**src/rtl/timespec_add_sub_compare_unit_assert.svh**
```systemverilog
// Assertion macros for the timespec add/sub/compare unit.
// Used by the RTL files that carry concurrent assertions; no other dependency.
`ifndef TIMESPEC_ADD_SUB_COMPARE_UNIT_ASSERT_SVH
`define TIMESPEC_ADD_SUB_COMPARE_UNIT_ASSERT_SVH
`ifndef ASSERT_OFF
`define TSASC_ASSERT(lbl, clk, rst_n, prop, msg) \
	lbl: assert property (@(posedge clk) disable iff (!rst_n) (prop)) else $error(msg);
`define TSASC_ASSERT_IMP(lbl, clk, rst_n, ante, cons, msg) \
	lbl: assert property (@(posedge clk) disable iff (!rst_n) (ante) |-> (cons)) else $error(msg);
`else
`define TSASC_ASSERT(lbl, clk, rst_n, prop, msg)
`define TSASC_ASSERT_IMP(lbl, clk, rst_n, ante, cons, msg)
`endif
`endif

```
**src/rtl/tsasc_pkg.sv**
```systemverilog
// Shared types and constants of the timespec add/sub/compare unit.
// No dependencies.
`default_nettype none
package tsasc_pkg;

	localparam int SEC_BITS_DEF = 32;
	localparam int NS_W         = 33;	// headroom for ns sums and differences

	localparam logic signed [NS_W-1:0] NS_PER_SEC = 33'sd1000000000;
	localparam logic signed [NS_W-1:0] NS_MAX     = 33'sd999999999;

	localparam logic OP_ADD = 1'b0;
	localparam logic OP_SUB = 1'b1;

	typedef logic signed [NS_W-1:0] ns_t;

	typedef struct packed {
		logic lt;
		logic eq;
		logic gt;
	} cmp_t;

	typedef struct packed {
		logic sub;      // operation is a - b
		logic a_neg;    // a seconds negative
		logic b_neg;    // b seconds negative
		logic a_sgn;    // a seconds or ns negative
		logic b_sgn;    // b seconds or ns negative
		cmp_t cmp;
	} ctl_t;

endpackage
`default_nettype wire

```
**src/rtl/tsasc_if.sv**
```systemverilog
// Request and result channel interfaces of the timespec add/sub/compare unit.
// Fixed field widths; no dependencies.
`default_nettype none
interface tsasc_req_if;
	logic               valid;
	logic               ready;
	logic               req_type;
	logic signed [31:0] a_sec;
	logic signed [30:0] a_nsec;
	logic signed [31:0] b_sec;
	logic signed [30:0] b_nsec;

	modport source (output valid, req_type, a_sec, a_nsec, b_sec, b_nsec, input ready);
	modport sink   (input valid, req_type, a_sec, a_nsec, b_sec, b_nsec, output ready);
endinterface

interface tsasc_res_if;
	logic               valid;
	logic               ready;
	logic signed [31:0] res_sec;
	logic signed [31:0] res_nsec;
	logic               a_lt_b;
	logic               a_eq_b;
	logic               a_gt_b;

	modport source (output valid, res_sec, res_nsec, a_lt_b, a_eq_b, a_gt_b, input ready);
	modport sink   (input valid, res_sec, res_nsec, a_lt_b, a_eq_b, a_gt_b, output ready);
endinterface
`default_nettype wire

```
**src/rtl/tsasc_front.sv**
```systemverilog
// Stage 1: compares, raw seconds sums/differences and ns sums/differences.
// Depends on tsasc_pkg and tsasc_req_if.
`default_nettype none
module tsasc_front
	import tsasc_pkg::*;
#(
	parameter int SEC_BITS = SEC_BITS_DEF
) (
	input  wire logic                clk,
	input  wire logic                arst_n,
	tsasc_req_if.sink                req,
	input  wire logic                nxt_ready,
	output logic                     v_s1,
	output ctl_t                     ctl_s1,
	output logic [SEC_BITS-1:0]      sum_s1,
	output logic [SEC_BITS-1:0]      dab_s1,
	output logic [SEC_BITS-1:0]      dba_s1,
	output ns_t                      nsum_s1,
	output ns_t                      nab_s1,
	output ns_t                      nba_s1
);

	logic [SEC_BITS-1:0] ua, ub;
	ns_t                 an, bn;
	logic                s_lt, s_eq, n_lt, n_eq;
	ctl_t                ctl;

	assign ua = SEC_BITS'(req.a_sec);	// sign-extends
	assign ub = SEC_BITS'(req.b_sec);
	assign an = NS_W'(req.a_nsec);
	assign bn = NS_W'(req.b_nsec);

	assign s_lt = req.a_sec < req.b_sec;
	assign s_eq = req.a_sec == req.b_sec;
	assign n_lt = req.a_nsec < req.b_nsec;
	assign n_eq = req.a_nsec == req.b_nsec;

	always_comb begin
		ctl.sub    = (req.req_type == OP_SUB);
		ctl.a_neg  = req.a_sec[31];
		ctl.b_neg  = req.b_sec[31];
		ctl.a_sgn  = req.a_sec[31] | req.a_nsec[30];
		ctl.b_sgn  = req.b_sec[31] | req.b_nsec[30];
		ctl.cmp.lt = s_lt | (s_eq & n_lt);
		ctl.cmp.eq = s_eq & n_eq;
		ctl.cmp.gt = ~s_lt & ~s_eq | (s_eq & ~n_lt & ~n_eq);
	end

	assign req.ready = ~v_s1 | nxt_ready;

	always_ff @(posedge clk or negedge arst_n) begin
		if (!arst_n) begin
			v_s1 <= 1'b0;
		end else if (req.ready) begin
			v_s1 <= req.valid;
		end
	end

	always_ff @(posedge clk) begin
		if (req.ready) begin
			ctl_s1  <= ctl;
			sum_s1  <= ua + ub;
			dab_s1  <= ua - ub;
			dba_s1  <= ub - ua;
			nsum_s1 <= an + bn;
			nab_s1  <= an - bn;
			nba_s1  <= bn - an;
		end
	end

endmodule
`default_nettype wire

```
**src/rtl/tsasc_carry.sv**
```systemverilog
// Stage 2: operand selection and ns carry/borrow into the seconds.
// Depends on tsasc_pkg.
`default_nettype none
module tsasc_carry
	import tsasc_pkg::*;
#(
	parameter int SEC_BITS = SEC_BITS_DEF
) (
	input  wire logic                clk,
	input  wire logic                arst_n,
	input  wire logic                v_s1,
	input  wire ctl_t                ctl_s1,
	input  wire logic [SEC_BITS-1:0] sum_s1,
	input  wire logic [SEC_BITS-1:0] dab_s1,
	input  wire logic [SEC_BITS-1:0] dba_s1,
	input  wire ns_t                 nsum_s1,
	input  wire ns_t                 nab_s1,
	input  wire ns_t                 nba_s1,
	output logic                     rdy_s1,
	input  wire logic                nxt_ready,
	output logic                     v_s2,
	output ctl_t                     ctl_s2,
	output logic [SEC_BITS-1:0]      sec_s2,
	output ns_t                      ns_s2
);

	logic [SEC_BITS-1:0] sec_sel, delta;
	ns_t                 ns_sel, ns_adj;
	logic                up, dn;

	always_comb begin
		if (ctl_s1.sub) begin
			sec_sel = ctl_s1.cmp.gt ? dab_s1 : dba_s1;
			ns_sel  = ctl_s1.cmp.gt ? nab_s1 : nba_s1;
		end else begin
			sec_sel = sum_s1;
			ns_sel  = nsum_s1;
		end
		up = ~ctl_s1.sub & (ns_sel >= NS_PER_SEC);
		dn = ctl_s1.sub & ns_sel[NS_W-1];
		// one carry or borrow at most
		priority if (up) begin
			delta  = SEC_BITS'(1);
			ns_adj = ns_sel - NS_PER_SEC;
		end else if (dn) begin
			delta  = '1;
			ns_adj = ns_sel + NS_PER_SEC;
		end else begin
			delta  = '0;
			ns_adj = ns_sel;
		end
	end

	assign rdy_s1 = ~v_s2 | nxt_ready;

	always_ff @(posedge clk or negedge arst_n) begin
		if (!arst_n) begin
			v_s2 <= 1'b0;
		end else if (rdy_s1) begin
			v_s2 <= v_s1;
		end
	end

	always_ff @(posedge clk) begin
		if (rdy_s1) begin
			ctl_s2 <= ctl_s1;
			sec_s2 <= sec_sel + delta;
			ns_s2  <= ns_adj;
		end
	end

endmodule
`default_nettype wire

```
**src/rtl/tsasc_sat.sv**
```systemverilog
// Stage 3: sign fix-up of reversed subtraction, overflow detect, saturation.
// Depends on tsasc_pkg, tsasc_res_if and the assertion macro header.
`default_nettype none
`include "timespec_add_sub_compare_unit_assert.svh"
module tsasc_sat
	import tsasc_pkg::*;
#(
	parameter int SEC_BITS = SEC_BITS_DEF
) (
	input  wire logic                clk,
	input  wire logic                arst_n,
	input  wire logic                v_s2,
	input  wire ctl_t                ctl_s2,
	input  wire logic [SEC_BITS-1:0] sec_s2,
	input  wire ns_t                 ns_s2,
	output logic                     rdy_s2,
	tsasc_res_if.source              res
);

	localparam logic [SEC_BITS-1:0] SEC_MAX = {1'b0, {(SEC_BITS-1){1'b1}}};

	logic                rev, sec_nz, sgn, ovf;
	logic [SEC_BITS-1:0] sec_n, sec_f;
	ns_t                 ns_n, ns_f;

	always_comb begin
		rev    = ctl_s2.sub & ~ctl_s2.cmp.gt;
		sec_nz = |sec_s2;
		sec_n  = (rev & sec_nz) ? SEC_BITS'(0) - sec_s2 : sec_s2;
		ns_n   = (rev & ~sec_nz) ? -ns_s2 : ns_s2;
		sgn    = sec_n[SEC_BITS-1];
		if (ctl_s2.sub) begin
			ovf = (ctl_s2.a_neg & ~ctl_s2.b_neg & ~sgn) | (~ctl_s2.a_neg & ctl_s2.b_neg & sgn);
		end else begin
			ovf = (~ctl_s2.a_neg & ~ctl_s2.b_neg & sgn) | (ctl_s2.a_neg & ctl_s2.b_neg & ~sgn);
		end
		priority if (ovf && ctl_s2.a_sgn && ctl_s2.b_sgn) begin
			sec_f = '0;
			ns_f  = '0;
		end else if (ovf) begin
			sec_f = SEC_MAX;
			ns_f  = NS_MAX;
		end else begin
			sec_f = sec_n;
			ns_f  = ns_n;
		end
	end

	assign rdy_s2 = ~res.valid | res.ready;

	always_ff @(posedge clk or negedge arst_n) begin
		if (!arst_n) begin
			res.valid <= 1'b0;
		end else if (rdy_s2) begin
			res.valid <= v_s2;
		end
	end

	always_ff @(posedge clk) begin
		if (rdy_s2) begin
			res.res_sec  <= sec_f[31:0];
			res.res_nsec <= ns_f[31:0];
			res.a_lt_b   <= ctl_s2.cmp.lt;
			res.a_eq_b   <= ctl_s2.cmp.eq;
			res.a_gt_b   <= ctl_s2.cmp.gt;
		end
	end

	// exactly one ordering flag per result
	`TSASC_ASSERT_IMP(a_flags_onehot, clk, arst_n, res.valid,
		$onehot({res.a_lt_b, res.a_eq_b, res.a_gt_b}), "ordering flags not one-hot")
	// a - a is zero
	`TSASC_ASSERT_IMP(a_sub_eq_zero, clk, arst_n, v_s2 && ctl_s2.sub && ctl_s2.cmp.eq,
		sec_f == '0 && ns_f == '0, "equal subtraction not zero")
	// a - b with a greater never goes negative in seconds
	`TSASC_ASSERT_IMP(a_sub_gt_pos, clk, arst_n, v_s2 && ctl_s2.sub && ctl_s2.cmp.gt,
		!sec_f[SEC_BITS-1], "greater subtraction negative")

endmodule
`default_nettype wire

```
**src/rtl/timespec_add_sub_compare_unit.sv**
```systemverilog
// Timespec add/sub/compare unit: usage notes
//
// Channels: req (sink) takes req_type, a_sec/a_nsec, b_sec/b_nsec; res (source)
// returns res_sec/res_nsec and the a_lt_b/a_eq_b/a_gt_b flags. A transfer
// happens on a rising clk edge with valid and ready both high. Every request
// yields exactly one result, in order.
//
// Pipeline: a request passes one register per stage (compare and raw add/sub,
// carry/borrow, negate and saturate); res.valid comes from the last stage.
// Throughput: one transfer per cycle while res.ready stays high; each stage's
// worst path is one or two SEC_BITS-wide carry chains plus selection.
//
// Stall: each stage holds while the one after it is full and blocked; a stage
// with no valid item always loads, so bubbles collapse. req.ready falls only
// when all three stages hold items and res.ready is low. Nothing is dropped or
// repeated under stall.
//
// Reset: arst_n (asynchronous, active low) empties the pipeline; payload
// registers are not reset. No configuration, no state between items.
`default_nettype none
module timespec_add_sub_compare_unit
	import tsasc_pkg::*;
#(
	parameter int SEC_BITS = SEC_BITS_DEF	// seconds arithmetic width, 32..64
) (
	input  wire logic   clk,
	input  wire logic   arst_n,
	tsasc_req_if.sink   req,
	tsasc_res_if.source res
);

	// stage 1 -> 2
	logic                v_s1;
	ctl_t                ctl_s1;
	logic [SEC_BITS-1:0] sum_s1, dab_s1, dba_s1;
	ns_t                 nsum_s1, nab_s1, nba_s1;
	logic                rdy_s1;

	// stage 2 -> 3
	logic                v_s2;
	ctl_t                ctl_s2;
	logic [SEC_BITS-1:0] sec_s2;
	ns_t                 ns_s2;
	logic                rdy_s2;

	// compares and all candidate sums/differences
	tsasc_front #(.SEC_BITS(SEC_BITS)) u_front (
		.clk       (clk),
		.arst_n    (arst_n),
		.req       (req),
		.nxt_ready (rdy_s1),
		.v_s1      (v_s1),
		.ctl_s1    (ctl_s1),
		.sum_s1    (sum_s1),
		.dab_s1    (dab_s1),
		.dba_s1    (dba_s1),
		.nsum_s1   (nsum_s1),
		.nab_s1    (nab_s1),
		.nba_s1    (nba_s1)
	);

	// pick by op/order, ns carry (add) or borrow (sub) into seconds
	tsasc_carry #(.SEC_BITS(SEC_BITS)) u_carry (
		.clk       (clk),
		.arst_n    (arst_n),
		.v_s1      (v_s1),
		.ctl_s1    (ctl_s1),
		.sum_s1    (sum_s1),
		.dab_s1    (dab_s1),
		.dba_s1    (dba_s1),
		.nsum_s1   (nsum_s1),
		.nab_s1    (nab_s1),
		.nba_s1    (nba_s1),
		.rdy_s1    (rdy_s1),
		.nxt_ready (rdy_s2),
		.v_s2      (v_s2),
		.ctl_s2    (ctl_s2),
		.sec_s2    (sec_s2),
		.ns_s2     (ns_s2)
	);

	// negate reversed difference, detect seconds overflow, saturate; output register
	tsasc_sat #(.SEC_BITS(SEC_BITS)) u_sat (
		.clk    (clk),
		.arst_n (arst_n),
		.v_s2   (v_s2),
		.ctl_s2 (ctl_s2),
		.sec_s2 (sec_s2),
		.ns_s2  (ns_s2),
		.rdy_s2 (rdy_s2),
		.res    (res)
	);

endmodule
`default_nettype wire

```
**src/flat_wrapper.sv**
```systemverilog
// flat-port wrapper written by rule: the top's interface ports become plain ports
module timespec_add_sub_compare_unit_flat import tsasc_pkg::*;
#(
	parameter int SEC_BITS = SEC_BITS_DEF	                                   
)
  (clk, arst_n, req_valid, req_req_type, req_a_sec, req_a_nsec, req_b_sec, req_b_nsec, req_ready, res_valid, res_res_sec, res_res_nsec, res_a_lt_b, res_a_eq_b, res_a_gt_b, res_ready);
  tsasc_req_if req_i ();
  tsasc_res_if res_i ();
  input  wire logic clk;
  input  wire logic arst_n;
  input wire logic [$bits(req_i.valid)-1:0] req_valid;
  input wire logic [$bits(req_i.req_type)-1:0] req_req_type;
  input wire logic [$bits(req_i.a_sec)-1:0] req_a_sec;
  input wire logic [$bits(req_i.a_nsec)-1:0] req_a_nsec;
  input wire logic [$bits(req_i.b_sec)-1:0] req_b_sec;
  input wire logic [$bits(req_i.b_nsec)-1:0] req_b_nsec;
  output wire logic [$bits(req_i.ready)-1:0] req_ready;
  output wire logic [$bits(res_i.valid)-1:0] res_valid;
  output wire logic [$bits(res_i.res_sec)-1:0] res_res_sec;
  output wire logic [$bits(res_i.res_nsec)-1:0] res_res_nsec;
  output wire logic [$bits(res_i.a_lt_b)-1:0] res_a_lt_b;
  output wire logic [$bits(res_i.a_eq_b)-1:0] res_a_eq_b;
  output wire logic [$bits(res_i.a_gt_b)-1:0] res_a_gt_b;
  input wire logic [$bits(res_i.ready)-1:0] res_ready;
  assign req_i.valid = req_valid;
  assign req_i.req_type = req_req_type;
  assign req_i.a_sec = req_a_sec;
  assign req_i.a_nsec = req_a_nsec;
  assign req_i.b_sec = req_b_sec;
  assign req_i.b_nsec = req_b_nsec;
  assign req_ready = req_i.ready;
  assign res_valid = res_i.valid;
  assign res_res_sec = res_i.res_sec;
  assign res_res_nsec = res_i.res_nsec;
  assign res_a_lt_b = res_i.a_lt_b;
  assign res_a_eq_b = res_i.a_eq_b;
  assign res_a_gt_b = res_i.a_gt_b;
  assign res_i.ready = res_ready;
  timespec_add_sub_compare_unit #(.SEC_BITS(SEC_BITS)) u_core (.clk(clk), .arst_n(arst_n), .req(req_i), .res(res_i));
endmodule
```
**config.mk**
```make
export PLATFORM = sky130hd
export DESIGN_NAME = timespec_add_sub_compare_unit_flat
export DESIGN_NICKNAME = d
export VERILOG_FILES = /design/src/rtl/tsasc_pkg.sv /design/src/rtl/tsasc_if.sv /design/src/rtl/tsasc_front.sv /design/src/rtl/tsasc_carry.sv /design/src/rtl/tsasc_sat.sv /design/src/rtl/timespec_add_sub_compare_unit.sv /design/src/flat_wrapper.sv
export VERILOG_INCLUDE_DIRS = /design/src /design/src/rtl
export SDC_FILE = /design/constraint.sdc
export NUM_CORES = 1
export LEC_CHECK = 0
export ABC_CLOCK_PERIOD_IN_PS = 25100
export BUFFER_PORTS_ARGS = -buffer_cell sky130_fd_sc_hd__clkbuf_2
export CAP_MARGIN = 20
export CORE_MARGIN = 1
export CORE_UTILIZATION = 52
export CTS_CLUSTER_DIAMETER = 100
export DETAILED_ROUTE_END_ITERATION = 7
export GPL_ROUTABILITY_DRIVEN = 0
export PLACE_DENSITY = 0.8
export SKIP_LAST_GASP = 1
export SLEW_MARGIN = 10
export SYNTH_ARGS = -nofsm -noshare
export SYNTH_HDL_FRONTEND = slang
export SYNTH_HIERARCHICAL = 1
export SYNTH_SLANG_ARGS = --single-unit
export TNS_END_PERCENT = 30
```
**constraint.sdc**
```tcl
create_clock -name clk -period 25.1 [get_ports clk]
set_input_delay 5.02 -clock clk [delete_from_list [all_inputs] [get_ports clk]]
set_output_delay 5.02 -clock clk [all_outputs]
set_load 0.005 [all_outputs]
```
### After elaboration in Yosys (flattened, before gate mapping)

Cells that the tools add are included.

| storage, ports and cells | value |
|---|---|
| bits in registers | 345 |
| word-level logic and storage cells | 107 |
| output and inout bits | 69 |
| input port bits | 131 |

| cells by class | value |
|---|---|
| bitwise operators | 40 |
| muxes and demuxes | 13 |
| equality and inequality tests | 2 |
| $lt $le $gt $ge | 3 |
| add/subtract/negate cells | 11 |
| reductions and logical operators | 4 |

Operators by type and width:

| operator | number |
|---|---|
| $mux W32 | 8 |
| $mux W33 | 2 |
| $add A32 B32 Y32 | 2 |
| $sub A31 B31 Y32 | 2 |
| $sub A32 B32 Y32 | 2 |
| $ge A33 B31 Y1 const B | 1 |
| $add A31 B31 Y32 | 1 |
| $add A32 B31 Y32 const B | 1 |
| $eq A32 B32 Y1 | 1 |
| $lt A32 B32 Y1 | 1 |
| $neg A32 Y32 | 1 |
| $reduce_or A32 Y1 | 1 |
| $sub A1 B32 Y32 const A | 1 |
| $sub A32 B31 Y32 const B | 1 |
| $eq A31 B31 Y1 | 1 |
| $lt A31 B31 Y1 | 1 |
| $mux W31 | 1 |
| $mux W30 | 1 |
| $and A1 B1 Y1 | 18 |
| $not A1 Y1 | 13 |
| $or A1 B1 Y1 | 9 |
| $logic_and A1 B1 Y1 | 2 |
| $reduce_or A2 Y1 | 1 |
| $mux W1 | 1 |

### Longest topological paths before layout

| depth | value |
|---|---|
| depth after elaboration | 11 |
| depth in mapped cells | 26 |
| gate-level depth less buffers | 23 |

### Hierarchy

The synthesis kept the hierarchy.

By module, submodules not included:

| module | instances | area each (um2) | sequential area each (um2) | cells an instance |
|---|---|---|---|---|
| tsasc_front | 1 | 16544.6 | 5910.7 | 1765 |
| tsasc_carry | 1 | 6153.4 | 2217.1 | 659 |
| tsasc_sat | 1 | 4301.6 | 2037.0 | 390 |

### Worst setup path after synthesis

Ideal clock, no wire load.

| path | value |
|---|---|
| path type | input to output |
| from | input res_ready |
| to | output req_ready |
| cell stages on the path | 3 |
| path buffers | 0 |
| data required time | 20080 ps |
| data arrival time | 13535 ps |
| setup slack | 6545 ps |
| cells stage by stage | nand2b_1 -> nand2b_1 -> nand2b_1 |

| on the way | value |
|---|---|
| word-level cells in the longest chain between the ends | 3 |

Ends and longest elaborated chain:

| item | line | text |
|---|---|---|
| start: declaration | flat_wrapper.sv:24 | `input wire logic [$bits(res_i.ready)-1:0] res_ready;` |
| $or A1 B1 Y1 | tsasc_sat.sv:49 | `assign rdy_s2 = ~res.valid \| res.ready;` |
| $or A1 B1 Y1 | tsasc_carry.sv:54 | `assign rdy_s1 = ~v_s2 \| nxt_ready;` |
| named net u_core.rdy_s1 | timespec_add_sub_compare_unit.sv:37 | `logic rdy_s1;` |
| $or A1 B1 Y1 | tsasc_front.sv:49 | `assign req.ready = ~v_s1 \| nxt_ready;` |
| end: declaration | flat_wrapper.sv:17 | `output wire logic [$bits(req_i.ready)-1:0] req_ready;` |

The timed path passes the listed nets, and every way through them passes these cells.

### Final worst setup path

| path | value |
|---|---|
| from | input res_ready |
| to | output req_ready |

| on the way | value |
|---|---|
| word-level cells in the longest chain between the ends | 3 |

Ends and longest elaborated chain:

| item | line | text |
|---|---|---|
| $or A1 B1 Y1 | tsasc_sat.sv:49 |  |
| named net u_core.rdy_s2 | timespec_add_sub_compare_unit.sv:44 | `logic rdy_s2;` |
| $or A1 B1 Y1 | tsasc_carry.sv:54 |  |
| named net u_core.rdy_s1 | timespec_add_sub_compare_unit.sv:37 |  |
| $or A1 B1 Y1 | tsasc_front.sv:49 |  |

The timed path passes the listed nets, and every way through them passes these cells.

==> results.yml <==
synth:
  synth_area_per_cell_sq_um: 9.59
  syn_area_sq_um: 26900
  syn_inst: 2809
  yosysWarnings: 6
  synth_fp_nets: 3170
drt:
  num_vias: 22100
  firstDrtPassIters: 8
  wl_per_cell_microns: 18.9
  wl_mm: 68.9
  drcViolationCount: 0
  ant_nets: 0
  drtIter0Drc: 2895
  vias_per_cell: 6.07
final_layout:
  drive_gt1_share_pct: 14.2
  final_core_util_pct: 57.5
  instances_no_fill: 3640
  nets: 3294
  fillers: 4319
  area_delta_synth_final_pct: 9.50
  design_area_sq_um: 29500
timing:
  setup_viol: 0
  finalClockSkew_ps: 20.4
  relSlewSlack_pct: 27.0
  period_minus_slack_ps: 12470
  hold_violations: 0
  fin_crit_sh_pct: 49.7
  tns_ps: 0
  rsz0062_at_grt: "no"
  max_freq_mhz: 80.2
  worstMarginPinSlew_ps: 1090
  slew_violations: 0
power_and_ir_drop:
  p_total_mw: 2.37
  power_density_nw_per_um2: 80.4
  vdd_drop_max_v: 0.0000573
  p_leak_nw: 12.2
clock_network:
  cts_sinks: 338
  cts_buffer_depth: 3
  postCtsSetupBuffers: 0
  cts_tree: "yes"
  clk_latency_ps: 550
  ctsHoldBuffers: 0
  root_buffer: "clkbuf_16"
  cts_made_buffers: 37
  path_clk_slew_ps: 60
  htreeDepth: 2
  ctsResizeCount: 0
grt:
  top_usage_layer: "met2"
  grt_pass1_vias: 20600
  use_met3_pct: 3.69
  overflow: 0
  grt_max_degree: 97
  grt_first_pass_wirelength_mm: 109
  grt_use_met1_pct: 35.0
  antenna_found_initial: 6
  grt_usage_pct: 25.5
  met2_usage_pct: 41.4
die:
  dieArea_sq_um: 52700
  die_x_microns: 230
  die_y_microns: 230
  start_util_pct: 52.5
  ios: 200
  row_count: 83
  coreArea_sq_um: 51300
critical_path:
  worstSetupEndpointType: "output pin"
  start_kind: "input pin"
  cp.required_ps: 20080
  worstSetupPathType: "input pin to output pin"
  critPathMaxFanout: 74
  arrival_ps: 7450
place:
  port_buffers: 199
  dpl_cell_area_sq_um: 28200
  hpwl_mm: 52.4
  place_inst: 3572
outcome:
  status: "complete, no violations"
run:
  max_cap_violations: 0
hold_path:
  hp-class: "flip-flop to flip-flop"
final cells by class:
type,count,area (sq um),share of cell area [%]
multi-input cells,2121,15300,51.9
clock buffers,41,962,3.26
well taps,680,851,2.88
diodes,2,5.00,0.0170
inverters,224,848,2.87
clock inverters,23,290,0.984
flip-flops and latches,338,10100,34.3
repair buffers,211,1110,3.75
critical path: stages:
cell	delay, ps
clkbuf_2	80
nand2b_4	690
nand2b_4	890
nand2b_4	550
clkbuf_2	190
power by group:
part,leakage [nW],switching [mW],total [mW],internal (mW)
clock,0.606,0.221,0.560,0.339
combinational,8.12,0.521,0.863,0.343
sequential,3.44,0.0962,0.949,0.852
total,12.2,0.837,2.37,1.53
path summary, 6_finish.rpt:
kind / from / end / slack (ps) / cells after the start
max in group asynchronous: arst_n / u_core/u_front/v_s1 / 20700 / 1
min in group asynchronous: arst_n / u_core/u_sat/res.valid / 4270 / 1
hold / removal: u_core/u_front/ctl_s1[5] / u_core/u_carry/ctl_s2[5] / 420 / 0
hold reg to reg: u_core/u_front/ctl_s1[5] / u_core/u_carry/ctl_s2[5] / 420 / 0
setup reg to reg: u_core/u_front/ctl_s1[7] / u_core/u_carry/sec_s2[30] / 17590 / 24
setup / recovery: res_ready / req_ready / 12630 / 5
metal layers:
layer,wire (microns),part of all wire [%]
met5,67,0.097
met4,2140,3.1
met3,5990,8.7
met2,31300,45
met1,29400,43
through the flow:
stage / setup WS, ps / hold WS [ps]
2_1_floorplan: 6570 / 400
3_3_place_gp: 12680 / 408
3_5_place_dp: 12570 / 407
4_1_cts: 12560 / 420
5_1_grt: 12400 / 428
6_report: 12630 / 419
sequential cells by signal, indices dropped and copies added, names as in the netlist, 8 cells and up:
register / count
u_core/u_front/dba_s1: 31
u_core/u_carry/ctl_s2: 8
u_core/u_sat/res.res_sec: 32
u_core/u_carry/sec_s2: 32
u_core/u_front/nba_s1: 31
u_core/u_front/nab_s1: 31
u_core/u_front/nsum_s1: 32
u_core/u_sat/res.res_nsec: 32
u_core/u_front/ctl_s1: 8
u_core/u_carry/ns_s2: 32
u_core/u_front/dab_s1: 31
u_core/u_front/sum_s1: 32
layout by cell type (no fill, tap or decap), types with 7 or more instances in the layout:
| master | instances |
|---|---|
| o21ai_0 | 116 |
| nor4b_1 | 8 |
| inv_1 | 211 |
| buf_4 | 11 |
| clkbuf_16 | 38 |
| a21oi_1 | 296 |
| clkinv_1 | 11 |
| nand2_1 | 121 |
| nor3_1 | 52 |
| o31ai_1 | 29 |
| a211oi_1 | 12 |
| o21ai_1 | 14 |
| o21bai_1 | 60 |
| o41ai_2 | 7 |
| nand2b_1 | 27 |
| a31oi_1 | 18 |
| ha_1 | 223 |
| a21o_1 | 65 |
| o22ai_1 | 10 |
| mux2i_1 | 65 |
| a21boi_0 | 7 |
| nor2b_1 | 23 |
| and2_1 | 16 |
| and3_1 | 10 |
| or4_1 | 14 |
| or2_2 | 8 |
| xnor2_1 | 201 |
| a21oi_2 | 65 |
| xor2_1 | 75 |
| fa_1 | 7 |
| o211ai_1 | 16 |
| a221oi_1 | 11 |
| o21a_1 | 25 |
| nand4_1 | 40 |
| clkbuf_2 | 199 |
| nor2_1 | 274 |
| nor4_1 | 22 |
| nand3_1 | 31 |
| edfxtp_1 | 335 |
| or3_1 | 16 |
Power figures use the tool's default switching activity.
